## config.mk

```make
export PLATFORM = sky130hd
export DESIGN_NAME = sobel_queue
export DESIGN_NICKNAME = d
export VERILOG_FILES = /design/src/sv/sobel_pkg.sv /design/src/sv/sobel_queue.sv
export SDC_FILE = /design/constraint.sdc
export NUM_CORES = 1
export LEC_CHECK = 0
export ABC_CLOCK_PERIOD_IN_PS = 2900
export BUFFER_PORTS_ARGS = -buffer_cell sky130_fd_sc_hd__buf_2
export CAP_MARGIN = 20
export CELL_PAD_IN_SITES_DETAIL_PLACEMENT = 1
export CELL_PAD_IN_SITES_GLOBAL_PLACEMENT = 1
export CORE_ASPECT_RATIO = 1.2
export CORE_UTILIZATION = 35
export CTS_CLUSTER_SIZE = 16
export DETAILED_ROUTE_END_ITERATION = 8
export GPL_TIMING_DRIVEN = 0
export PLACE_DENSITY = 0.64
export SLEW_MARGIN = 0
export SYNTH_ARGS = -nofsm -noshare
export SYNTH_HDL_FRONTEND = slang
export SYNTH_SLANG_ARGS = --single-unit
export TNS_END_PERCENT = 5
```

## constraint.sdc

```tcl
create_clock -name aclk -period 2.9 [get_ports aclk]
set_input_delay 0.58 -clock aclk [delete_from_list [all_inputs] [get_ports aclk]]
set_output_delay 0.58 -clock aclk [all_outputs]
set_load 0.02 [all_outputs]
```

## src/sv/sobel_pkg.sv

```systemverilog
// ----------------------------------------------------------------------------
// sobel_pkg
// Shared constants and types for the RGB Sobel edge block.
// ----------------------------------------------------------------------------
package sobel_pkg;

    localparam int MaxWidth  = 1024;
    localparam int ColW      = $clog2(MaxWidth);   // line store address bits
    localparam int RowCap    = 16383;
    localparam int PixW      = 24;

    // configuration register indexes
    localparam logic [0:0] RegFrameWidth  = 1'b0;
    localparam logic [0:0] RegFrameHeight = 1'b1;

    // work handed from the front end to the back end
    typedef struct packed {
        logic [PixW-1:0] pix;
        logic [ColW-1:0] idx;
        logic            emit;
        logic [2:0]      rv;
        logic [2:0]      cv;
        logic            frame_end;
    } sobel_job_t;

    // back end sequencer
    typedef enum logic [2:0] {
        PH_IDLE,
        PH_READ,
        PH_SUM,
        PH_ROOT,
        PH_ROUND,
        PH_HOLD
    } sobel_phase_t;

endpackage

```

## src/sv/sobel_queue.sv

```systemverilog
// ----------------------------------------------------------------------------
// sobel_queue
// Two-entry queue between front and back end.
// ----------------------------------------------------------------------------
module sobel_queue import sobel_pkg::*; (
    input  logic       aclk,
    input  logic       aresetn,
    input  logic       wr_valid,
    output logic       wr_ready,
    input  sobel_job_t wr_data,
    output logic       rd_valid,
    input  logic       rd_ready,
    output sobel_job_t rd_data
);
    sobel_job_t  q_reg [2];
    logic        wp_reg, rp_reg;
    logic [1:0]  cnt_reg;
    logic        wr, rd;

    assign wr_ready = cnt_reg != 2'd2;
    assign rd_valid = cnt_reg != 2'd0;
    assign rd_data  = q_reg[rp_reg];
    assign wr       = wr_valid && wr_ready;
    assign rd       = rd_valid && rd_ready;

    always_ff @(posedge aclk) begin
        if (wr) q_reg[wp_reg] <= wr_data;
    end

    always_ff @(posedge aclk) begin
        if (!aresetn) begin
            wp_reg  <= 1'b0;
            rp_reg  <= 1'b0;
            cnt_reg <= '0;
        end else begin
            if (wr) wp_reg <= ~wp_reg;
            if (rd) rp_reg <= ~rp_reg;
            cnt_reg <= cnt_reg + 2'(wr) - 2'(rd);
        end
    end
endmodule

```

==> flow_summary_export.csv <==
group,metric,value,unit
hold_path,hold_depth,1,
drt,drtIter0Drc,39,
logic_synthesis,ys_types,18,
floorplanning,core,9564,µm²
sta,post-route-period-util,69.74,%
setup_path,rr_worst_depth,4,
cells_and_area,nNetsFinal,305,
sta,finalHoldViolations,0,
sta,setup_ws,877.4,ps
pwr,peakVddDrop,0.0004973,V
clock_tree,cts_resized,0,
drt,via_count,1698,
setup_path,path_cells,"buf_6 > buf_12 > mux2_4 > buf_2",
sta,tightest_slew,726.4,ps
logic_synthesis,ys_seq_area_share,75.53,%
hold_path,whs_endpoint,"q_reg[1][9]",
global_route,gr-total-overflow,0,
clock_tree,cts.path.max_buffers,2,
cells_and_area,diodes,0,
cells_and_area,largest_reg_flops,84,
pwr,power,0.004024,W
clock_tree,hold_buffers,0,
floorplanning,fp.dieW,92.92,µm
setup_path,crit-reg2reg-launch,"cnt_reg[0]",
sta,slew_headroom,51.46,%
clock_tree,clk_pin_slew_worst_paths,60,ps
drt,antenna_left,0,
status,status,"finished, final reports clean",
setup_path,crit_slowest_cell,"dfxtp_1",
clock_tree,clk_latency,330,ps
drt,wire_per_inst,15.35,µm
drt,drc,0,
floorplanning,io_pins,90,
place,place.gp.congestion,0.6779,
drt,wl_met1,2.314,mm
job,cap_viol_max_count,0,
sta,finClkSkew,6.861,ps
logic_synthesis,synth_area_leaders,"edfxtp_1 (73%), mux2_4 (17%), dfxtp_1 (2.9%)",
global_route,grt_pass1_wl,9.687,mm
setup_path,arrival,1440,ps
floorplanning,start_util,36.30,%
pwr,p_per_area,907.7,nW/µm²
drt,met2_length,3.276,mm
cells_and_area,fillers,944,
logic_synthesis,synth.avg_cell_area,22.40,µm²
hold_path,min_path_type,"input port to flip-flop",
global_route,antenna_found_initial,0,
sta,fmax,0.4944,GHz
setup_path,cp-start-kind,"flip-flop",
logic_synthesis,synth_nets,203,
setup_path,required,2320,ps
logic_synthesis,ys_ff_latch,89,
global_route,gr-usage-all-layers,12.80,%
floorplanning,placementRows,39,
sta,rsz0062_at_grt,"false",
logic_synthesis,netlist.area_leader.share,72.65,%
place,place_inst,369,
place,dp_hpwl,3.979,mm
setup_path,end_kind,"output pin",
global_route,grt_pass1_vias,1898,
clock_tree,htree_levels,3,
clock_tree,cts_buffers,9,
clock_tree,tritoncts,"built",
place,place_ws,891.1,ps
logic_synthesis,yosysTopAreaCell,"edfxtp_1",
clock_tree,cts-root-buf,"clkbuf_16",
pwr,leakage,1.743,nW
drt,firstDrtPassIters,4,
cells_and_area,final_core_util,46.35,%
cells_and_area,fin_cells,385,
sta,final.min_clock_period,2023,ps
logic_synthesis,syn_inst,155,
drt,route.met3.wl,218,µm
sta,setup_tns,0,ps
sta,setup_viol,0,
hold_path,hold_start,"wr_data[9]",
drt,highest_layer,"met4",
floorplanning,dieArea,10320,µm²
logic_synthesis,synth_area,3472,µm²
place,port_buffers,89,
setup_path,crit_type,"flip-flop to output pin",
sta,final_max_slew_viol_count,0,
global_route,grt_max_degree,23,
drt,via_per_inst,4.410,
setup_path,regToRegSetupSlack,1050,ps
clock_tree,post_cts_buffers,0,
setup_path,critPathMaxStageDelay,320,ps
cells_and_area,drive_gt1_share,59.54,%
clock_tree,cts_sinks,89,
setup_path,crit_fanout,10,
floorplanning,die_h,111.1,µm
setup_path,reg2reg_to,"q_reg[0][14]",
cells_and_area,area_delta_synth_final,27.68,%
logic_synthesis,yosysWarnings,0,
drt,finalWirelength,5.910,mm
-- metal layers --
layer,vias to the layer above,track usage [%]
met3,9,3.841
li1,803,-
met2,42,22.75
met4,0,5.231
met5,-,0
met1,844,13.96
-- critical path, delay by kind of cell, from the launching register on --
family / cells / cell delay [ps]
buf+inv: 3 / 480
mux: 1 / 310
flops: 1 / 320
-- kinds of logic after synthesis --
logic type      after synthesis  share of synthesized area [%]
flops                        89                          75.53
mux                          43                          18.23
simple gates                 11                          1.766
buf+inv                       6                          2.739
xor+xnor                      3                         0.7569
fa+ha+maj                     2                         0.7206
compound gates                1                         0.2523
-- Yosys cell counts --
master and count:
and2_1 2, and3_1 1, buf_12 4, buf_6 1
dfxtp_1 5, edfxtp_1 84, ha_1 2, inv_1 1
mux2_2 2, mux2_4 40, mux2i_1 1, nand2_1 2
nand2b_1 2, nor2_1 1, nor2b_1 2, o21a_2 1
or2_2 1, xnor2_1 3
-- power breakdown --
part	switching, W	internal (W)
registers	0.0000575	0.00162
logic	0.000631	0.000592
clock network	0.000440	0.000688
total	0.00113	0.00290
-- metrics by stage --
step | hold slack, ps | cell area [µm²]
finish | 434.8 | 4433
floorplan | 466.0 | 3475
detailed placement | 543.2 | 4135
global placement | 480.3 | 4074
CTS | 423.3 | 4433
global route | 416.3 | 4433
-- cell usage in the layout (no fill, tap or decap), types with 2 or more instances in the layout --
cell / instances
and2_1: 2
buf_12: 4
buf_16: 2
buf_2: 89
clkbuf_16: 9
dfxtp_1: 5
edfxtp_1: 84
ha_1: 2
mux2_2: 2
mux2_4: 40
nand2_1: 2
nand2b_1: 2
nor2b_1: 2
xnor2_1: 3
-- how the worst max path moves through the flow --
stage / end / slack, ps / depth (start not counted)
6_report: rd_data[26] / 880 / 4
4_1_cts: rd_data[26] / 850 / 4
3_5_place_dp: q_reg[0][14] / 890 / 4
2_1_floorplan: q_reg[0][0] / 630 / 3
3_3_place_gp: q_reg[0][14] / -70 / 3
5_1_grt: rd_data[26] / 810 / 4
-- area by class of cell --
class                   instances  area (µm²)  share of cell area (%)
plain buffers                   5       91.34                   2.060
flip-flops and latches         89        2623                   59.16
clock inverters                 5       55.05                   1.242
inverters                       1       3.754                 0.08467
well taps                     123       153.9                   3.472
clock buffers                  11       242.7                   5.476
multi-input cells              60       763.2                   17.22
repair buffers                 91       500.5                   11.29
No activity file was read; power rests on OpenSTA's default activity.
