--- src/sv/sobel_pkg.sv ---
// ----------------------------------------------------------------------------
// sobel_pkg
// Shared constants and types for the RGB Sobel edge block.
// ----------------------------------------------------------------------------
package sobel_pkg;

    localparam int MaxWidth  = 1024;
    localparam int ColW      = $clog2(MaxWidth);   // line store address bits
    localparam int RowCap    = 16383;
    localparam int PixW      = 24;

    // configuration register indexes
    localparam logic [0:0] RegFrameWidth  = 1'b0;
    localparam logic [0:0] RegFrameHeight = 1'b1;

    // work handed from the front end to the back end
    typedef struct packed {
        logic [PixW-1:0] pix;
        logic [ColW-1:0] idx;
        logic            emit;
        logic [2:0]      rv;
        logic [2:0]      cv;
        logic            frame_end;
    } sobel_job_t;

    // back end sequencer
    typedef enum logic [2:0] {
        PH_IDLE,
        PH_READ,
        PH_SUM,
        PH_ROOT,
        PH_ROUND,
        PH_HOLD
    } sobel_phase_t;

endpackage

--- src/sv/sobel_front.sv ---
// ----------------------------------------------------------------------------
// sobel_front
// Accepts pixels, tracks frame position and classifies each item.
// ----------------------------------------------------------------------------
module sobel_front import sobel_pkg::*; (
    input  logic            aclk,
    input  logic            aresetn,
    input  logic [10:0]     frame_width,
    input  logic [12:0]     frame_height,
    input  logic            in_valid,
    output logic            in_ready,
    input  logic [PixW-1:0] in_pix,
    input  logic            in_flush,
    output logic            job_valid,
    input  logic            job_ready,
    output sobel_job_t      job
);
    logic [10:0] col_reg,  col_next;
    logic [13:0] row_reg,  row_next;
    logic [11:0] pend_reg, pend_next;
    logic [10:0] w;
    logic [12:0] h;
    logic        flushing, emit, fend, go;
    logic signed [15:0] r, c, rr, cc;
    logic [2:0]  rv, cv;
    logic [10:0] col_inc;

    always_comb begin
        w = (frame_width == '0) ? 11'd1 :
            (frame_width > 11'(MaxWidth)) ? 11'(MaxWidth) : frame_width;
        h = (frame_height == '0) ? 13'd1 : frame_height;
    end

    assign in_ready  = job_ready;
    assign job_valid = in_valid;
    assign go        = in_valid && job_ready;

    always_comb begin
        flushing = in_flush || (row_reg >= 14'(h));
        emit     = pend_reg >= 12'(w) + 12'd1;
        if (col_reg != '0) begin
            r = 16'(row_reg) - 16'sd1;
            c = 16'(col_reg) - 16'sd1;
        end else begin
            r = 16'(row_reg) - 16'sd2;
            c = 16'(w) - 16'sd1;
        end
        for (int k = 0; k < 3; k++) begin
            rr    = r - 16'sd1 + 16'(k);
            cc    = c - 16'sd1 + 16'(k);
            rv[k] = (rr >= 0) && (rr < $signed(16'(h)));
            cv[k] = (cc >= 0) && (cc < $signed(16'(w)));
        end
        fend = emit && (r >= $signed(16'(h)) - 16'sd1) && (c >= $signed(16'(w)) - 16'sd1);

        job.pix       = flushing ? '0 : in_pix;
        job.idx       = (col_reg < 11'(MaxWidth)) ? col_reg[ColW-1:0] : ColW'(MaxWidth - 1);
        job.emit      = emit;
        job.rv        = rv;
        job.cv        = cv;
        job.frame_end = fend;

        col_inc   = col_reg + 11'd1;
        col_next  = col_reg;
        row_next  = row_reg;
        pend_next = pend_reg;
        if (go) begin
            if (!emit) pend_next = pend_reg + 12'd1;
            if (fend) begin
                col_next  = '0;
                row_next  = '0;
                pend_next = '0;
            end else if (col_inc >= w) begin
                col_next = '0;
                if (row_reg < 14'(RowCap)) row_next = row_reg + 14'd1;
            end else begin
                col_next = col_inc;
            end
        end
    end

    always_ff @(posedge aclk) begin
        if (!aresetn) begin
            col_reg  <= '0;
            row_reg  <= '0;
            pend_reg <= '0;
        end else begin
            col_reg  <= col_next;
            row_reg  <= row_next;
            pend_reg <= pend_next;
        end
    end
endmodule

--- config.mk ---
export PLATFORM = sky130hd
export DESIGN_NAME = sobel_front
export DESIGN_NICKNAME = d
export VERILOG_FILES = /design/src/sv/sobel_pkg.sv /design/src/sv/sobel_front.sv
export SDC_FILE = /design/constraint.sdc
export NUM_CORES = 1
export LEC_CHECK = 0
export BUFFER_PORTS_ARGS = -buffer_cell sky130_fd_sc_hd__buf_4
export CAP_MARGIN = 20
export CORE_MARGIN = 5
export CORE_UTILIZATION = 44
export CTS_CLUSTER_DIAMETER = 120
export DETAILED_ROUTE_END_ITERATION = 8
export PLACE_DENSITY_LB_ADDON = 0.1
export SLEW_MARGIN = 20
export SYNTH_ARGS = -nofsm -noshare
export SYNTH_HDL_FRONTEND = slang
export SYNTH_SLANG_ARGS = --single-unit
--- constraint.sdc ---
create_clock -name aclk -period 15.28 [get_ports aclk]
set_clock_uncertainty 0.2 [all_clocks]
set_input_delay 3.056 -clock aclk [delete_from_list [all_inputs] [get_ports aclk]]
set_output_delay 3.056 -clock aclk [all_outputs]
set_load 0.005 [all_outputs]
==> metrics.md <==
| Metric | Value |
|---|---|
| Area of the multi-input gates | `6940 sq um` |
| Outcome | `finished clean` |
| Worst-Margin Slew | `0.904 ns` |
| Post-synthesis instance area | `roughly 8000 sq um` |
| CP bufs+invs | `4` |
| Final Setup Violations | `0` |
| Hold Buf Count CTS | `0` |
| Vert. Die Dim | `146 microns` |
| I/O Pins | `97` |
| Routed WL | `23100 microns` |
| WHS Path Cells | `2` |
| CTS sink cnt | `37` |
| Syn-to-layout area delta | `12.5%` |
| Post-route design area | `9160 sq um` |
| TritonRoute pass-1 iters | `4` |
| Crit Path Class | `primary input to output pin` |
| CP Depth | `20` |
| Post-Route Utilization | `50.6%` |
| CTS tree | `built` |
| Layout cells sized above 1 | `a little over an eighth` |
| Max reg flops | `14` |
| DP Area | `8980 sq um` |
| Crit path max fanout | `15` |
| PortBufs | `96` |
| Critical path required time | `~12 ns` |
| Die boundary width | `between 100 and 150 microns` |
| Placed insts | `1363` |
| # fillers | `1849` |
| CTS Root Cell | `clkbuf_16` |
| RSZ-0062 raised after global routing | `no` |
| Hold Slack | `0.292 ns` |
| Worst reg-to-reg path cell count | `14` |
| Layout Cells excl Fill | `1371` |
| Post-synthesis sequential area ratio | `under 10%` |
| Htree depth | `2` |
| Lkg Pwr | `3.97 nW` |
| Ys flop type | `dfxtp_1` |
| Worst reg2reg path startpoint | `col_reg[0]` |
| Post-synthesis async set-or-reset flop share | `0%` |
| Clk Latency, worst-skew pair | `about 0.28 ns` |
| Clock Tree Buf Depth | `2` |
| Total power | `0.452 mW` |
| Synth cell types | `80` |
| Setup Buffers After CTS | `0` |
| 1st-iter DRT viols | `343` |
| Final Critical Period | `~12 ns` |
| Slowest stage cell, crit path | `xor2_1` |
| EDFF count, synth | `0` |
| Critical path startpoint category | `primary input` |
| Antenna violations before repair | `0` |
| Mean Syn Cell Area | `7.54 sq um` |
| Setup ws final | `3.35 ns` |
| Crit path max-delay family | `compound AO/OA/AOI/OAI gates` |
| Fin. max-slew vios | `0` |
| Setup tns final | `0 ns` |
| CTS buffer count | `5` |
| Grt total ovfl | `0` |
| CP max stage delay | `0.51 ns` |
| WL/cell | `approximately 17 microns` |
| Clock slew at reported path FFs | `0.05 ns` |
| Die footprint | `about 21000 sq um` |
| Core Area | `between 15000 and 20000 sq um` |
| Sequential Area | `741 sq um` |
| Final hold vios | `0` |
| Yosys warnings | `0` |
| Worst EP arrival | `8.67 ns` |
| Global-route wire length before repair | `37800 microns` |
| Period Utilization, post-route | `78.1%` |
| Post-placement setup slack | `between 3 and 4 ns` |
| Site row count | `49` |
| Post-CTS Resized | `0` |
| Drt drc | `0` |
| Pwr per Cell Area | `49.3 nW/um^2` |
| Max VDD drop | `approximately 0.06 mV` |
| DPL Wire Length | `19100 microns` |
| Max-cap check violation count | `0` |
| Starting Density | `45.0%` |
| Setup crit end kind | `output pin` |
| Synthesized netlist cell count | `approximately 1.1k` |
| Antenna fix cells | `0` |
| Max_slew headroom | `a little under two fifths` |
| Antenna-violating nets left | `0` |
| Most frequent cells in the layout | `ha_1, buf_4, nand2_1` |
| Setup crit start | `frame_width[10]` |
| Vias in the first global route | `7388` |
| HP Class | `register to register` |
| Vias | `7911` |
| Placer congestion estimate | `between 0.9 and 1` |
| Cells along the critical path | `buf_4, inv_1, nand2_1, ha_1, or3b_2, a221oi_1, a21oi_1, a211o_1, or3_1, xor2_1, inv_1, xnor2_1, ha_1, and3_1, a21oi_1, o21ai_0, o41ai_1, nand4_1, o21ai_0, buf_4` |
| Final nets | `~1.3k` |
| Flops & latches, synth | `37` |
| GRT Util Overall | `20.9%` |
| Fmax | `~84 MHz` |
| Pin count of the biggest net entering global routing | `26` |
| Commonest non-fill, non-tap cell in the layout | `ha_1` |
| Min-delay src | `pend_reg[11]` |
| Routed vias/inst | `5.77` |
-- final timing paths --
kind / slack [ns] / endpoint
worst max-delay path: 3.35 / job[3]
worst min-delay path: 0.29 / pend_reg[11]
worst max register to register: 9.07 / row_reg[11]
worst min register to register: 0.29 / pend_reg[11]
-- per-layer routing --
layer	vias up	routed length, microns	global-route usage, %
met1	3659	11800	31.3
met5	-	0	0
li1	4084	-	-
met3	16	836	1.18
met4	0	214	4.05
met2	152	10200	33.3
-- cells in the mapped netlist (14+ instances only) --
master | count | area (sq um)
a21o_1 | 37 | 278
xnor2_1 | 80 | 701
nor2_1 | 59 | 221
dfxtp_1 | 37 | 741
xor2_1 | 19 | 166
a21boi_0 | 27 | 203
nor4_1 | 27 | 169
nand4_1 | 22 | 138
o31ai_1 | 14 | 105
ha_1 | 151 | 1890
a21oi_1 | 69 | 345
nand3_1 | 45 | 225
o21a_1 | 16 | 120
nand2_1 | 81 | 304
nor2b_1 | 18 | 113
o21ai_0 | 30 | 150
or2_2 | 21 | 131
inv_1 | 70 | 263
or4_1 | 14 | 105
nor3_1 | 24 | 120
clkbuf_1 | 40 | 150
or3_1 | 15 | 93.8
-- report_power, final --
group / internal, mW / leakage [nW] / total [mW] / switching [mW]
Sequential: 0.0971 / 0.298 / 0.0983 / 0.00125
Clock: 0.0814 / 0.0831 / 0.121 / 0.0392
Combinational: 0.102 / 3.59 / 0.233 / 0.130
-- kinds of logic (layout without fill, tap and decap cells) --
group                      count (synthesis)  in the layout  synth area share, %
DFF                                       37             37                 9.10
and+or+nand+nor                          386            386                 25.8
muxes                                     11             11                 1.37
buffers and inverters                    120            179                 5.87
xor gates and xnor gates                 101            101                 11.0
adders and majority gates                151            151                 23.2
other                                      1              4               0.0461
AOI/OAI and AO/OA                        273            273                 23.6
-- worst reg2reg max path, delay by kind of cell, from the launching register on --
family	cells	cell delay (ns)
adder cells (fa/ha/maj)	2	0.61
AND/OR/NAND/NOR	6	1.90
AO/OA/AOI/OAI	5	2.83
flip-flops	1	0.43
buffers and inverters	1	0.16
-- layout make-up --
cell class | instances | share of cell area [%]
multi-input cells | 926 | 75.7
inverters | 71 | 2.91
well taps | 229 | 3.13
repair buffers | 100 | 8.20
flip-flops and latches | 37 | 8.09
clock buffers | 6 | 1.52
clock inverters | 2 | 0.410
Power figures use the tool's default switching activity.
